**config.mk**
```make
export PLATFORM = sky130hd
export DESIGN_NAME = servo_and_step_pulse_timer
export DESIGN_NICKNAME = d
export VERILOG_FILES = /design/src/rtl/core/sspt_pkg.sv /design/src/rtl/core/sspt_step_gen.sv /design/src/rtl/core/sspt_servo_gen.sv /design/src/rtl/core/servo_and_step_pulse_timer.sv
export SDC_FILE = /design/constraint.sdc
export NUM_CORES = 2
export LEC_CHECK = 0
export BUFFER_PORTS_ARGS = -buffer_cell sky130_fd_sc_hd__buf_2
export CAP_MARGIN = 10
export CORE_UTILIZATION = 65
export DETAILED_ROUTE_END_ITERATION = 10
export PLACE_DENSITY = 0.83
export RECOVER_POWER = 100
export SLEW_MARGIN = 20
export SYNTH_ARGS = -nofsm -noshare
export SYNTH_HDL_FRONTEND = slang
export SYNTH_HIERARCHICAL = 1
export SYNTH_SLANG_ARGS = --single-unit
```
**constraint.sdc**
```tcl
create_clock -name clk -period 15.45 [get_ports clk]
set_input_delay 0.7725 -clock clk [delete_from_list [all_inputs] [get_ports clk]]
set_output_delay 0.7725 -clock clk [all_outputs]
set_load 0.02 [all_outputs]
```
**src/rtl/core/sspt_pkg.sv**
```systemverilog
// Types, codes and constants of the servo and step pulse timer.
// Used by every module of the block; depends on nothing.
package sspt_pkg;

  localparam int DEF_NUM_SERVOS  = 6;
  localparam int DEF_FRAME_SLOTS = 20;
  localparam int MAX_SERVOS      = 8;

  localparam int DIV_W      = 16;
  localparam int DEC_W      = 20;
  localparam int EN_W       = 6;
  localparam int SLOTS_W    = 30;
  localparam int SLOT_W     = 5;
  localparam int CFG_DATA_W = 30;
  localparam int CFG_IDX_W  = 2;

  localparam int IDX_W_IN   = 3;
  localparam int WIDTH_W    = 8;
  localparam int TICKS_W    = 16;
  localparam int PRE_W      = 16;
  localparam int PERIOD_W   = 32;
  localparam int CD_W       = 33;
  localparam int COUNT_W    = 32;
  localparam int PINS_W     = 6;
  localparam int FRAME_SUB_W = 7;
  localparam logic [COUNT_W-1:0] ALARM_GUARD = 32'd64;

  localparam int IN_TDATA_W  = 48;
  localparam int OUT_TDATA_W = 24;

  typedef enum logic [2:0] {
    ACT_TICK  = 3'd0,
    ACT_WRITE = 3'd1,
    ACT_READ  = 3'd2,
    ACT_LOAD  = 3'd3,
    ACT_STOP  = 3'd4
  } action_t;

  typedef enum logic [CFG_IDX_W-1:0] {
    CFG_IO_DIV      = 2'd0,
    CFG_STEP_DEC    = 2'd1,
    CFG_SERVO_EN    = 2'd2,
    CFG_FRAME_SLOTS = 2'd3
  } cfg_idx_t;

  // One accepted transaction, decoded. At most one strobe is set.
  typedef struct packed {
    logic                tick;
    logic                wr;
    logic                rd;
    logic                load;
    logic                stop;
    logic [IDX_W_IN-1:0] idx;
    logic [WIDTH_W-1:0]  value;
    logic [TICKS_W-1:0]  ticks;
    logic [PRE_W-1:0]    prescale;
  } cmd_t;

  typedef struct packed {
    logic step_pulse;
    logic step_clear_pulse;
  } step_res_t;

  typedef struct packed {
    logic [PINS_W-1:0]  servo_pins;
    logic               soft_io_strobe;
    logic [WIDTH_W-1:0] read_width;
  } servo_res_t;

endpackage

```
**src/rtl/core/sspt_step_gen.sv**
```systemverilog
// Step rate generator: period register, signed countdown and pulse phase.
// Depends on sspt_pkg.
module sspt_step_gen
  import sspt_pkg::*;
(
  input  logic             clk,
  input  logic             rst_n,
  input  cmd_t             cmd,
  input  logic [DEC_W-1:0] step_decrement,
  output step_res_t        res
);

  localparam int CALC_W = CD_W + 2;
  // Most negative countdown value, -2^32.
  localparam logic signed [CALC_W-1:0] CD_MIN =
    {{(CALC_W-CD_W){1'b1}}, 1'b1, {(CD_W-1){1'b0}}};

  logic signed [CD_W-1:0] cd_r, cd_nxt;
  logic [PERIOD_W-1:0]    period_r, period_nxt;
  logic                   running_r, running_nxt;
  logic                   phase_clear_r, phase_clear_nxt;

  always_comb begin
    logic signed [CALC_W-1:0] t1;
    logic signed [CALC_W-1:0] t2;
    cd_nxt          = cd_r;
    period_nxt      = period_r;
    running_nxt     = running_r;
    phase_clear_nxt = phase_clear_r;
    res             = '0;
    t1 = {{(CALC_W-CD_W){cd_r[CD_W-1]}}, cd_r}
       - $signed({{(CALC_W-DEC_W){1'b0}}, step_decrement});
    t2 = t1;
    if (cmd.load) begin
      period_nxt  = PERIOD_W'(cmd.ticks) * PERIOD_W'(cmd.prescale);
      running_nxt = 1'b1;
    end
    if (cmd.stop) begin
      running_nxt = 1'b0;
    end
    if (cmd.tick && running_r) begin
      // Expired: issue the edge of the current phase and reload with remainder.
      if (t1[CALC_W-1] || (t1 == {CALC_W{1'b0}})) begin
        if (!phase_clear_r) begin
          res.step_pulse = 1'b1;
        end else begin
          res.step_clear_pulse = 1'b1;
        end
        phase_clear_nxt = !phase_clear_r;
        t2 = t1 + $signed({{(CALC_W-PERIOD_W){1'b0}}, period_r});
      end
      if (t2 < CD_MIN) begin
        t2 = CD_MIN;
      end
      cd_nxt = t2[CD_W-1:0];
    end
  end

  always_ff @(posedge clk) begin
    if (!rst_n) begin
      cd_r          <= '0;
      period_r      <= '0;
      running_r     <= 1'b0;
      phase_clear_r <= 1'b1;
    end else begin
      cd_r          <= cd_nxt;
      period_r      <= period_nxt;
      running_r     <= running_nxt;
      phase_clear_r <= phase_clear_nxt;
    end
  end

endmodule

```
**src/rtl/core/sspt_servo_gen.sv**
```systemverilog
// Servo frame generator: soft IO divider, tick counter, frame slots, widths and alarm.
// Depends on sspt_pkg.
module sspt_servo_gen
  import sspt_pkg::*;
#(
  parameter int NUM_SERVOS  = DEF_NUM_SERVOS,
  parameter int FRAME_SLOTS = DEF_FRAME_SLOTS
) (
  input  logic               clk,
  input  logic               rst_n,
  input  cmd_t               cmd,
  input  logic [DIV_W-1:0]   io_tick_divider,
  input  logic [EN_W-1:0]    servo_enable_mask,
  input  logic [SLOTS_W-1:0] servo_frame_slots,
  output servo_res_t         res
);

  localparam int IDX_W   = (NUM_SERVOS > 1) ? $clog2(NUM_SERVOS) : 1;
  localparam int FRAME_W = $clog2(FRAME_SLOTS);
  localparam int SVEC_W  = SLOT_W * MAX_SERVOS;

  logic [DIV_W-1:0]   io_cd_r, io_cd_nxt;
  logic [COUNT_W-1:0] count_r, count_nxt;
  logic [COUNT_W-1:0] alarm_r, alarm_nxt;
  logic [FRAME_W-1:0] frame_r, frame_nxt;
  logic [WIDTH_W-1:0] widths_r [NUM_SERVOS];
  logic [WIDTH_W-1:0] widths_nxt [NUM_SERVOS];
  logic [NUM_SERVOS-1:0] levels_r, levels_nxt;

  logic [MAX_SERVOS-1:0] en_ext;
  logic [NUM_SERVOS-1:0] en;
  logic [SVEC_W-1:0]     slot_vec;
  logic                  idx_ok;
  logic [IDX_W-1:0]      idx_sel;

  // Servos beyond the configured mask width are never enabled.
  assign en_ext   = MAX_SERVOS'(servo_enable_mask);
  assign en       = en_ext[NUM_SERVOS-1:0];
  assign slot_vec = SVEC_W'(servo_frame_slots);
  assign idx_ok   = ({1'b0, cmd.idx} < 4'(NUM_SERVOS));
  assign idx_sel  = cmd.idx[IDX_W-1:0];

  always_comb begin
    logic                  found;
    logic [WIDTH_W-1:0]    hit_w;
    logic [FRAME_W:0]      fplus;
    logic [MAX_SERVOS-1:0] pins_ext;
    io_cd_nxt  = io_cd_r;
    count_nxt  = count_r;
    alarm_nxt  = alarm_r;
    frame_nxt  = frame_r;
    widths_nxt = widths_r;
    levels_nxt = levels_r;
    res        = '0;
    found      = 1'b0;
    hit_w      = '0;
    fplus      = {1'b0, frame_r} + {{FRAME_W{1'b0}}, 1'b1};

    if (cmd.wr && idx_ok) begin
      widths_nxt[idx_sel] = cmd.value;
    end
    if (cmd.rd && idx_ok && en[idx_sel]) begin
      res.read_width = widths_r[idx_sel];
    end

    if (cmd.tick) begin
      if (io_cd_r <= DIV_W'(1)) begin
        res.soft_io_strobe = 1'b1;
        if (count_r[FRAME_SUB_W-1:0] == '0) begin
          // Lowest enabled servo that owns the current slot wins.
          for (int i = 0; i < NUM_SERVOS; i++) begin
            if (!found && en[i] && (slot_vec[SLOT_W*i +: SLOT_W] == SLOT_W'(frame_r))) begin
              found         = 1'b1;
              hit_w         = widths_r[i];
              levels_nxt[i] = 1'b1;
            end
          end
          if (found) begin
            alarm_nxt = count_r + COUNT_W'(hit_w) + ALARM_GUARD;
          end
          if (fplus >= (FRAME_W+1)'(FRAME_SLOTS)) begin
            frame_nxt = '0;
          end else begin
            frame_nxt = fplus[FRAME_W-1:0];
          end
        end
        if (count_r == alarm_nxt) begin
          levels_nxt = '0;
        end
        count_nxt = count_r + COUNT_W'(1);
        io_cd_nxt = io_tick_divider;
      end else begin
        io_cd_nxt = io_cd_r - DIV_W'(1);
      end
    end

    pins_ext       = MAX_SERVOS'(levels_nxt);
    res.servo_pins = pins_ext[PINS_W-1:0];
  end

  always_ff @(posedge clk) begin
    if (!rst_n) begin
      io_cd_r  <= '0;
      count_r  <= '0;
      alarm_r  <= '0;
      frame_r  <= '0;
      widths_r <= '{default: '0};
      levels_r <= '0;
    end else begin
      io_cd_r  <= io_cd_nxt;
      count_r  <= count_nxt;
      alarm_r  <= alarm_nxt;
      frame_r  <= frame_nxt;
      widths_r <= widths_nxt;
      levels_r <= levels_nxt;
    end
  end

endmodule

```
**src/rtl/core/servo_and_step_pulse_timer.sv**
```systemverilog
// Top level of the servo and step pulse timer: decode, configuration, output skid.
// Depends on sspt_pkg, sspt_step_gen and sspt_servo_gen.
//
// Usage. Each input transaction carries one action in in_tuser: a tick of the
// fixed-rate timer, a servo width write, a servo width read, a step period load
// (which also starts the step generator) or a stop. Every accepted transaction
// yields exactly one result transaction on the out_ channel, holding the step
// and step-clear edges of a tick, the servo pin levels after the action, the
// soft IO strobe and the width returned by a read.
// An accepted transaction's result is shown on out_tvalid from the next edge on
// if the output register is free, else it waits in the skid register. One
// transaction is taken per cycle while in_tready is high; each action's state
// update fits between input port and result register, step period multiply longest.
// If the receiver stalls, one further transaction is taken into a skid register,
// after which in_tready drops until the receiver takes a result again.
// Reset (rst_n low at a clock edge) clears all timer state and servo widths,
// loads the configuration defaults and empties both output registers.
// Configuration writes on cfg_ take effect at the next edge and should be made
// only while no transaction is in flight.
module servo_and_step_pulse_timer
  import sspt_pkg::*;
#(
  parameter int NUM_SERVOS  = DEF_NUM_SERVOS,
  parameter int FRAME_SLOTS = DEF_FRAME_SLOTS
) (
  input  logic                   clk,
  input  logic                   rst_n,
  // Input channel.
  input  logic                   in_tvalid,
  output logic                   in_tready,
  // in_tdata, low bit up: servo_index[2:0], servo_value[10:3],
  // step_ticks[26:11], step_prescale[42:27], zero fill[47:43].
  input  logic [IN_TDATA_W-1:0]  in_tdata,
  // in_tuser: action[2:0].
  input  logic [2:0]             in_tuser,
  // Result channel.
  output logic                   out_tvalid,
  input  logic                   out_tready,
  // out_tdata, low bit up: step_pulse[0], step_clear_pulse[1], servo_pins[7:2],
  // soft_io_strobe[8], read_width[16:9], zero fill[23:17].
  output logic [OUT_TDATA_W-1:0] out_tdata,
  // Configuration write port.
  input  logic                   cfg_we,
  input  logic [CFG_IDX_W-1:0]   cfg_index,
  input  logic [CFG_DATA_W-1:0]  cfg_wdata
);

  // Configuration registers.
  logic [DIV_W-1:0]   io_div_r;
  logic [DEC_W-1:0]   step_dec_r;
  logic [EN_W-1:0]    servo_en_r;
  logic [SLOTS_W-1:0] frame_slots_r;

  always_ff @(posedge clk) begin
    if (!rst_n) begin
      io_div_r      <= DIV_W'(1);
      step_dec_r    <= DEC_W'(4);
      servo_en_r    <= '0;
      frame_slots_r <= '0;
    end else if (cfg_we) begin
      unique case (cfg_idx_t'(cfg_index))
        CFG_IO_DIV:      io_div_r      <= cfg_wdata[DIV_W-1:0];
        CFG_STEP_DEC:    step_dec_r    <= cfg_wdata[DEC_W-1:0];
        CFG_SERVO_EN:    servo_en_r    <= cfg_wdata[EN_W-1:0];
        CFG_FRAME_SLOTS: frame_slots_r <= cfg_wdata[SLOTS_W-1:0];
      endcase
    end
  end

  // Decode of the accepted transaction. Unused action codes set no strobe,
  // so they leave all state alone and still produce a result.
  logic accept;
  cmd_t cmd;

  assign accept = in_tvalid && in_tready;

  always_comb begin
    cmd          = '0;
    cmd.idx      = in_tdata[2:0];
    cmd.value    = in_tdata[10:3];
    cmd.ticks    = in_tdata[26:11];
    cmd.prescale = in_tdata[42:27];
    if (accept) begin
      unique case (action_t'(in_tuser))
        ACT_TICK:  cmd.tick = 1'b1;
        ACT_WRITE: cmd.wr   = 1'b1;
        ACT_READ:  cmd.rd   = 1'b1;
        ACT_LOAD:  cmd.load = 1'b1;
        ACT_STOP:  cmd.stop = 1'b1;
        default:   ;
      endcase
    end
  end

  step_res_t  step_res;
  servo_res_t servo_res;

  sspt_step_gen u_step (
    .clk            (clk),
    .rst_n          (rst_n),
    .cmd            (cmd),
    .step_decrement (step_dec_r),
    .res            (step_res)
  );

  sspt_servo_gen #(
    .NUM_SERVOS  (NUM_SERVOS),
    .FRAME_SLOTS (FRAME_SLOTS)
  ) u_servo (
    .clk               (clk),
    .rst_n             (rst_n),
    .cmd               (cmd),
    .io_tick_divider   (io_div_r),
    .servo_enable_mask (servo_en_r),
    .servo_frame_slots (frame_slots_r),
    .res               (servo_res)
  );

  // Result of this transaction, packed for the output channel.
  logic [OUT_TDATA_W-1:0] res_data;

  assign res_data = {7'd0, servo_res.read_width, servo_res.soft_io_strobe,
                     servo_res.servo_pins, step_res.step_clear_pulse,
                     step_res.step_pulse};

  // Output register plus one skid register. The skid holds a result that
  // arrived while the output register was stalled.
  logic                   out_valid_r, out_valid_nxt;
  logic [OUT_TDATA_W-1:0] out_data_r, out_data_nxt;
  logic                   skid_valid_r, skid_valid_nxt;
  logic [OUT_TDATA_W-1:0] skid_data_r, skid_data_nxt;

  assign in_tready  = !skid_valid_r;
  assign out_tvalid = out_valid_r;
  assign out_tdata  = out_data_r;

  always_comb begin
    out_valid_nxt  = out_valid_r;
    out_data_nxt   = out_data_r;
    skid_valid_nxt = skid_valid_r;
    skid_data_nxt  = skid_data_r;
    if (!out_valid_r || out_tready) begin
      if (skid_valid_r) begin
        out_valid_nxt  = 1'b1;
        out_data_nxt   = skid_data_r;
        skid_valid_nxt = 1'b0;
      end else begin
        out_valid_nxt = accept;
        if (accept) begin
          out_data_nxt = res_data;
        end
      end
    end else if (accept) begin
      skid_valid_nxt = 1'b1;
      skid_data_nxt  = res_data;
    end
  end

  always_ff @(posedge clk) begin
    if (!rst_n) begin
      out_valid_r  <= 1'b0;
      skid_valid_r <= 1'b0;
    end else begin
      out_valid_r  <= out_valid_nxt;
      skid_valid_r <= skid_valid_nxt;
    end
  end

  always_ff @(posedge clk) begin
    out_data_r  <= out_data_nxt;
    skid_data_r <= skid_data_nxt;
  end

endmodule

```
## Yosys cells after proc, flatten, opt, wreduce, memory -nomap -nowiden

Index checks and enable logic that the tools add are counted.

- Add/subtract/negate cells: 7
- Mux-type cells: 76
- Bitwise operators: 3
- Shift operators: 0
- Order comparisons: 7
- $mul: 1
- Div/mod/pow operators: 0
- Eq/ne operators: 14
- Reduce and logical (&&, ||, !) cells: 43

Operator list:

| kind | count |
|---|---|
| 32-bit two-way mux | 4 |
| 8-bit two-way mux | 13 |
| 35-bit two-way mux | 2 |
| 48-bit bitwise mux | 1 |
| 1-bit two-way mux | 41 |
| 35-bit by 33-bit adder with 35-bit output | 1 |
| 35-bit logical NOT | 1 |
| 35-bit by 33-bit < comparator with 1-bit output, second input constant | 1 |
| 17-bit two-way mux | 2 |
| 33-bit by 21-bit subtractor with 34-bit output | 1 |
| 33-bit two-way mux | 1 |
| 32-bit by 1-bit adder with 32-bit output, second input constant | 1 |
| 32-bit by 7-bit adder with 32-bit output, second input constant | 1 |
| 32-bit by 8-bit adder with 32-bit output | 1 |
| 32-bit == test | 1 |
| 16-bit by 16-bit multiplier with 32-bit output | 1 |
| 5-bit == test | 6 |
| 8-bit binary-select mux with 3-bit select | 1 |
| 8-bit demux with 3-bit select | 1 |
| 6-bit two-way mux | 4 |
| 1-bit logical AND | 17 |
| 16-bit by 1-bit less-or-equal comparator with 1-bit output, second input constant | 1 |
| 16-bit two-way mux | 1 |
| 2-bit AND reduction | 8 |
| 25 further kinds | 39 |

- Word-level logic and storage cells: 174
- Output and inout bits: 26
- Latch bits: 0
- Bits in writable memories: 0
- Input port bits: 88
- Register bits after elaboration: 314
- Memories kept: 0
- Bits in read-only memories: 0

## Depth between registers and ports, before layout

- Depth in word-level cells: 53
- Gate-level depth with buffers: 25
- Mapped depth without buffers: 24

## Cells and area by module

Netlist, hierarchy kept.

Modules (own cells, without submodules):

| module | seq. area each (um2) | area an instance (um2) | times used | cells each |
|---|---|---|---|---|
| sspt_step_gen | 1341.3 | 14431.3 | 1 | 1728 |
| sspt_servo_gen | 2782.7 | 8351.8 | 1 | 1083 |
| servo_and_step_pulse_timer | 2502.4 | 4091.4 | 1 | 349 |

## Worst setup path after synthesis

Ideal clock, no wire load.

- Kind: input -> register
- From: in in_tdata[34]
- To: reg u_step.period_r[27]
- Data required time: 15.333 ns
- Buffers on the path: 1
- Arrival: 6.073 ns
- Path slack: 9.260 ns
- Stages: 21
- Setup time: 0.117 ns
- Cells stage by stage: clkbuf_1 nand2_1 fa_1 fa_1 inv_1 fa_1 fa_1 fa_1 inv_1 fa_1 inv_1 ha_1 a21o_1 a21o_1 a21o_1 or3_1 o211ai_1 nand2_1 a211o_1 a31oi_1 nor2b_1

- Cells in the longest elaborated chain, start to end: 1

Ends and longest elaborated chain:

| element | RTL line | text |
|---|---|---|
| start, declared | servo_and_step_pulse_timer.sv:33 | `input logic [IN_TDATA_W-1:0] in_tdata,` |
| 16-bit by 16-bit multiplier with 32-bit output | sspt_step_gen.sv:35 | `period_nxt = PERIOD_W'(cmd.ticks) * PERIOD_W'(cmd.prescale);` |
| end signal, assigned | sspt_step_gen.sv:67 | `period_r <= period_nxt;` |
| end, declared | sspt_step_gen.sv:19 | `logic [PERIOD_W-1:0] period_r, period_nxt;` |

Every way passes these cells.
A chain may end at the register's enable or synchronous reset.

## Worst setup path after layout

- From: reg u_step.cd_r[0]
- To: reg u_step.cd_r[23]

- Cells in the longest elaborated chain, start to end: 7
- Elaborated cells between the ends (all ways): 8
- Classes of those cells: add/sub (2); order compare (1); mux (3); reduce/logical (2)

Ends and longest elaborated chain:

| element | RTL line | text |
|---|---|---|
| start, declared | sspt_step_gen.sv:18 | `logic signed [CD_W-1:0] cd_r, cd_nxt;` |
| start signal, assigned | sspt_step_gen.sv:66 | `cd_r <= cd_nxt;` |
| 33-bit by 21-bit subtractor with 34-bit output (*) | sspt_step_gen.sv:32 | `- $signed({{(CALC_W-DEC_W){1'b0}}, step_decrement});` |
| parallel branches: the longest is 2 deep, another holds 35-bit by 33-bit adder with 35-bit output | - |  |
| 35-bit two-way mux (*) | sspt_step_gen.sv:43 | `if (t1[CALC_W-1] \|\| (t1 == {CALC_W{1'b0}})) begin` |
| 35-bit two-way mux (*) | sspt_step_gen.sv:41 | `if (cmd.tick && running_r) begin` |
| 35-bit by 33-bit < comparator with 1-bit output | sspt_step_gen.sv:52 | `if (t2 < CD_MIN) begin` |
| 33-bit two-way mux (*) | sspt_step_gen.sv:52 |  |

Mark *: on every way between the ends. The select of a mux whose other input is x is not followed.

==> results.tsv <==
metric	value	unit
Synth Warn #	6	
die boundary height	205	microns
post-layout minimum cycle time	8.00	ns
port buffer count	101	
Vias/cell	6.19	
slowest CP cell	o21ai_0	
overall routing resource usage	33.1	%
PD cells	171	nW/um^2
Synth Area in Compound Gates	13.9	%
CP bufs+invs	1	
Ports	114	
post-synthesis mux area share	6.04	%
1st-pass router iterations	6	
DRT iter0 DRCs	1909	
Max VDD drop	0.301	mV
vias after detailed routing	23000	
CTS tree	yes	
GR Layer Usage met1	40.0	%
Initial Utilization	65.8	%
post-CTS setup repair buffer count	0	
RSZ-0062 raised after global routing	no	
full die area	42200	sq um
Static Leakage	0.0128	uW
Tcrit/Tclk final	51.8	%
CTS H-tree lvls	2	
grt ovf	0	
clk root buf	clkbuf_16	
hold_sp	step_dec_r[6]	
worst reg-to-reg path cell count	14	
initial antenna violation count	2	
slew at the pin with the worst max-slew slack	4.52	ns
Worst Hold Slack	0.463	ns
failing checks	capacitance limit, slew limit	
area grow syn2layout	6.01	%
wire length per cell	18.7	microns
Yosys top cell by area	dfxtp_1	
Post-synth ARST share	0	%
fin util	69.8	%
Pins Over Slew Limit	210	
CP endpoint kind	flip-flop	
max-cap viol count	4	
GRT busiest layer	met2	
GRT met3 Usage	4.77	%
top cell type's share of synthesized area	20.9	%
met2 Use GR	57.2	%
Top FF cell, synth	dfxtp_1	
top-count cell post-synth	nand2_1	
worst-skew pair later-pin latency	0.57	ns
worst r2r src	u_step/cd_r[0]	
post-CTS sizing	0	
vias in the first global route	23000	
crit path DAT	8.50	ns
status	finished with violations	
Clock Sinks	314	
cts bufs inserted	36	
Placed Cells	3647	
Post-Synth XOR/XNOR Area	5.74	%
register area share after synthesis	24.7	%
Final Hold Viols	0	
Final TNS setup	0	ns
Row Count	74	
Mapped Area	26900	sq um
CTS max path bufs	3	
post-synthesis area per instance	8.50	sq um
simple-gate portion of the synthesized area	19.8	%
core area	40800	sq um
Post-synth top cells	nand2_1 (475), inv_1 (293), dfxtp_1 (280), fa_1 (197)	
Finished Layout Cells	3713	
largest net degree at the start of global routing	96	
worst min path class	reg -> reg	
Post-Synthesis Cells	3160	
CP max FO	28	
Critical Path RT	15.94	ns
largest stage delay on the critical path	3.35	ns
kind of critical path	reg -> reg	
CP top delay family	compound AO/OA/AOI/OAI gates	
largest family of logic cells by synthesized area	adder cells	
CTS clk-pin slew, worst paths	0.06	ns
synth unique cells	96	
Stages on worst setup path	14	
layout cells sized above 1	6.54	%
Antenna Cells	0	
Final Skew	0.0284	ns
first-pass GRT wire length	112	mm
Worst Setup SP	u_step/cd_r[0]	
Hold Path Depth	2	
die width	205	microns
hold_buf cts	0	
Setup Viol. Count Final	0	
top cells by area, synth	dfxtp_1 (21%), fa_1 (15%), ha_1 (8.3%)	
Worst slew margin	-204	%
DPL Wire Length	51.8	mm
worst-path cell chain	inv_1 -> ha_1 -> fa_1 -> nand2b_1 -> a21oi_1 -> o311ai_0 -> o211ai_1 -> nor4b_1 -> xor2_1 -> or3b_1 -> or4_1 -> o21ai_0 -> and2b_1 -> a221o_1	
EDFF count, synth	34	
final net count	3617	
Yosys reg bits	314	
Post-Route WL	69.5	mm
routability cong.	0.940	
DRC	0	
fmax	125	MHz
Synth Area in Adders	23.0	%
crit start category	flip-flop	
remaining antenna violation count	0	
[cell families after synthesis]
family	Yosys count
adder cells (fa/ha/maj)	376
multiplexers	149
AND/OR/NAND/NOR	1108
XOR/XNOR	176
buffers and inverters	461
other	1
AO/OA/AOI/OAI	575
flip-flops	314
[worst paths after layout]
| path | endpoint | slack, ns |
|---|---|---|
| worst max-delay path | u_step/cd_r[23] | 7.45 |
| worst min-delay path | step_dec_r[6] | 0.46 |
| worst max register to register | u_step/cd_r[23] | 7.45 |
| worst min register to register | step_dec_r[6] | 0.46 |
[layout by cell type (no fill, tap or decap), drive strengths merged, types with 86 or more instances in the layout]
cell type,netlist,layout
ha,179,179
nor2,180,180
mux2i,115,115
nand2,476,476
and2,130,130
xnor2,96,96
o21ai,124,124
buf,49,86
dfxtp,280,280
fa,197,197
inv,294,295
a21oi,187,187
[layer usage]
| layer | up-vias | share of wire, % |
|---|---|---|
| met1 | 11000 | 39 |
| met3 | 260 | 7.0 |
| met5 | - | 0.035 |
| met4 | 4 | 5.0 |
| met2 | 996 | 49 |
| li1 | 10700 | - |
[state kept, by name, indices dropped and copies added (netlist names)]
name and flops:
frame_slots_r 30, io_div_r 16, out_tdata 17, out_tvalid 1, servo_en_r 6, skid_data_r 17
skid_valid_r 1, step_dec_r 20, u_servo/alarm_r 32, u_servo/count_r 32, u_servo/frame_r 5, u_servo/io_cd_r 16
u_servo/levels_r 6, u_servo/widths_r 48, u_step/cd_r 33, u_step/period_r 32, u_step/phase_clear_r 1, u_step/running_r 1
[through the flow]
stage	setup WS, ns	area, sq um	power (uW)
global route	6.82	28500	5270
CTS	8.00	28600	4860
finish	7.45	28500	4880
detailed placement	8.01	27500	4010
floorplan	9.26	26900	3320
global placement	8.29	27500	3920
[worst min-delay path, cell delays in order, from the launching register on]
cell,delay (ns)
dfxtp_1,0.31
nand2_1,0.05
mux2i_1,0.05
[power by group]
| part | switching [uW] | total (uW) | internal [uW] |
|---|---|---|---|
| Combinational | 1820 | 3160 | 1340 |
| Clock | 359 | 835 | 477 |
| Sequential | 28.0 | 889 | 861 |
[area by class of cell]
type	instances	area [sq um]
Inverter	295	1110
Timing Repair Buffer	115	557
Clock buffer	51	1010
Tap cell	532	666
Fill cell	3151	12300
Clock inverter	15	133
Multi-Input combinational cell	2391	18400
Sequential cell	314	6630
(Power assumes the default switching activity.)
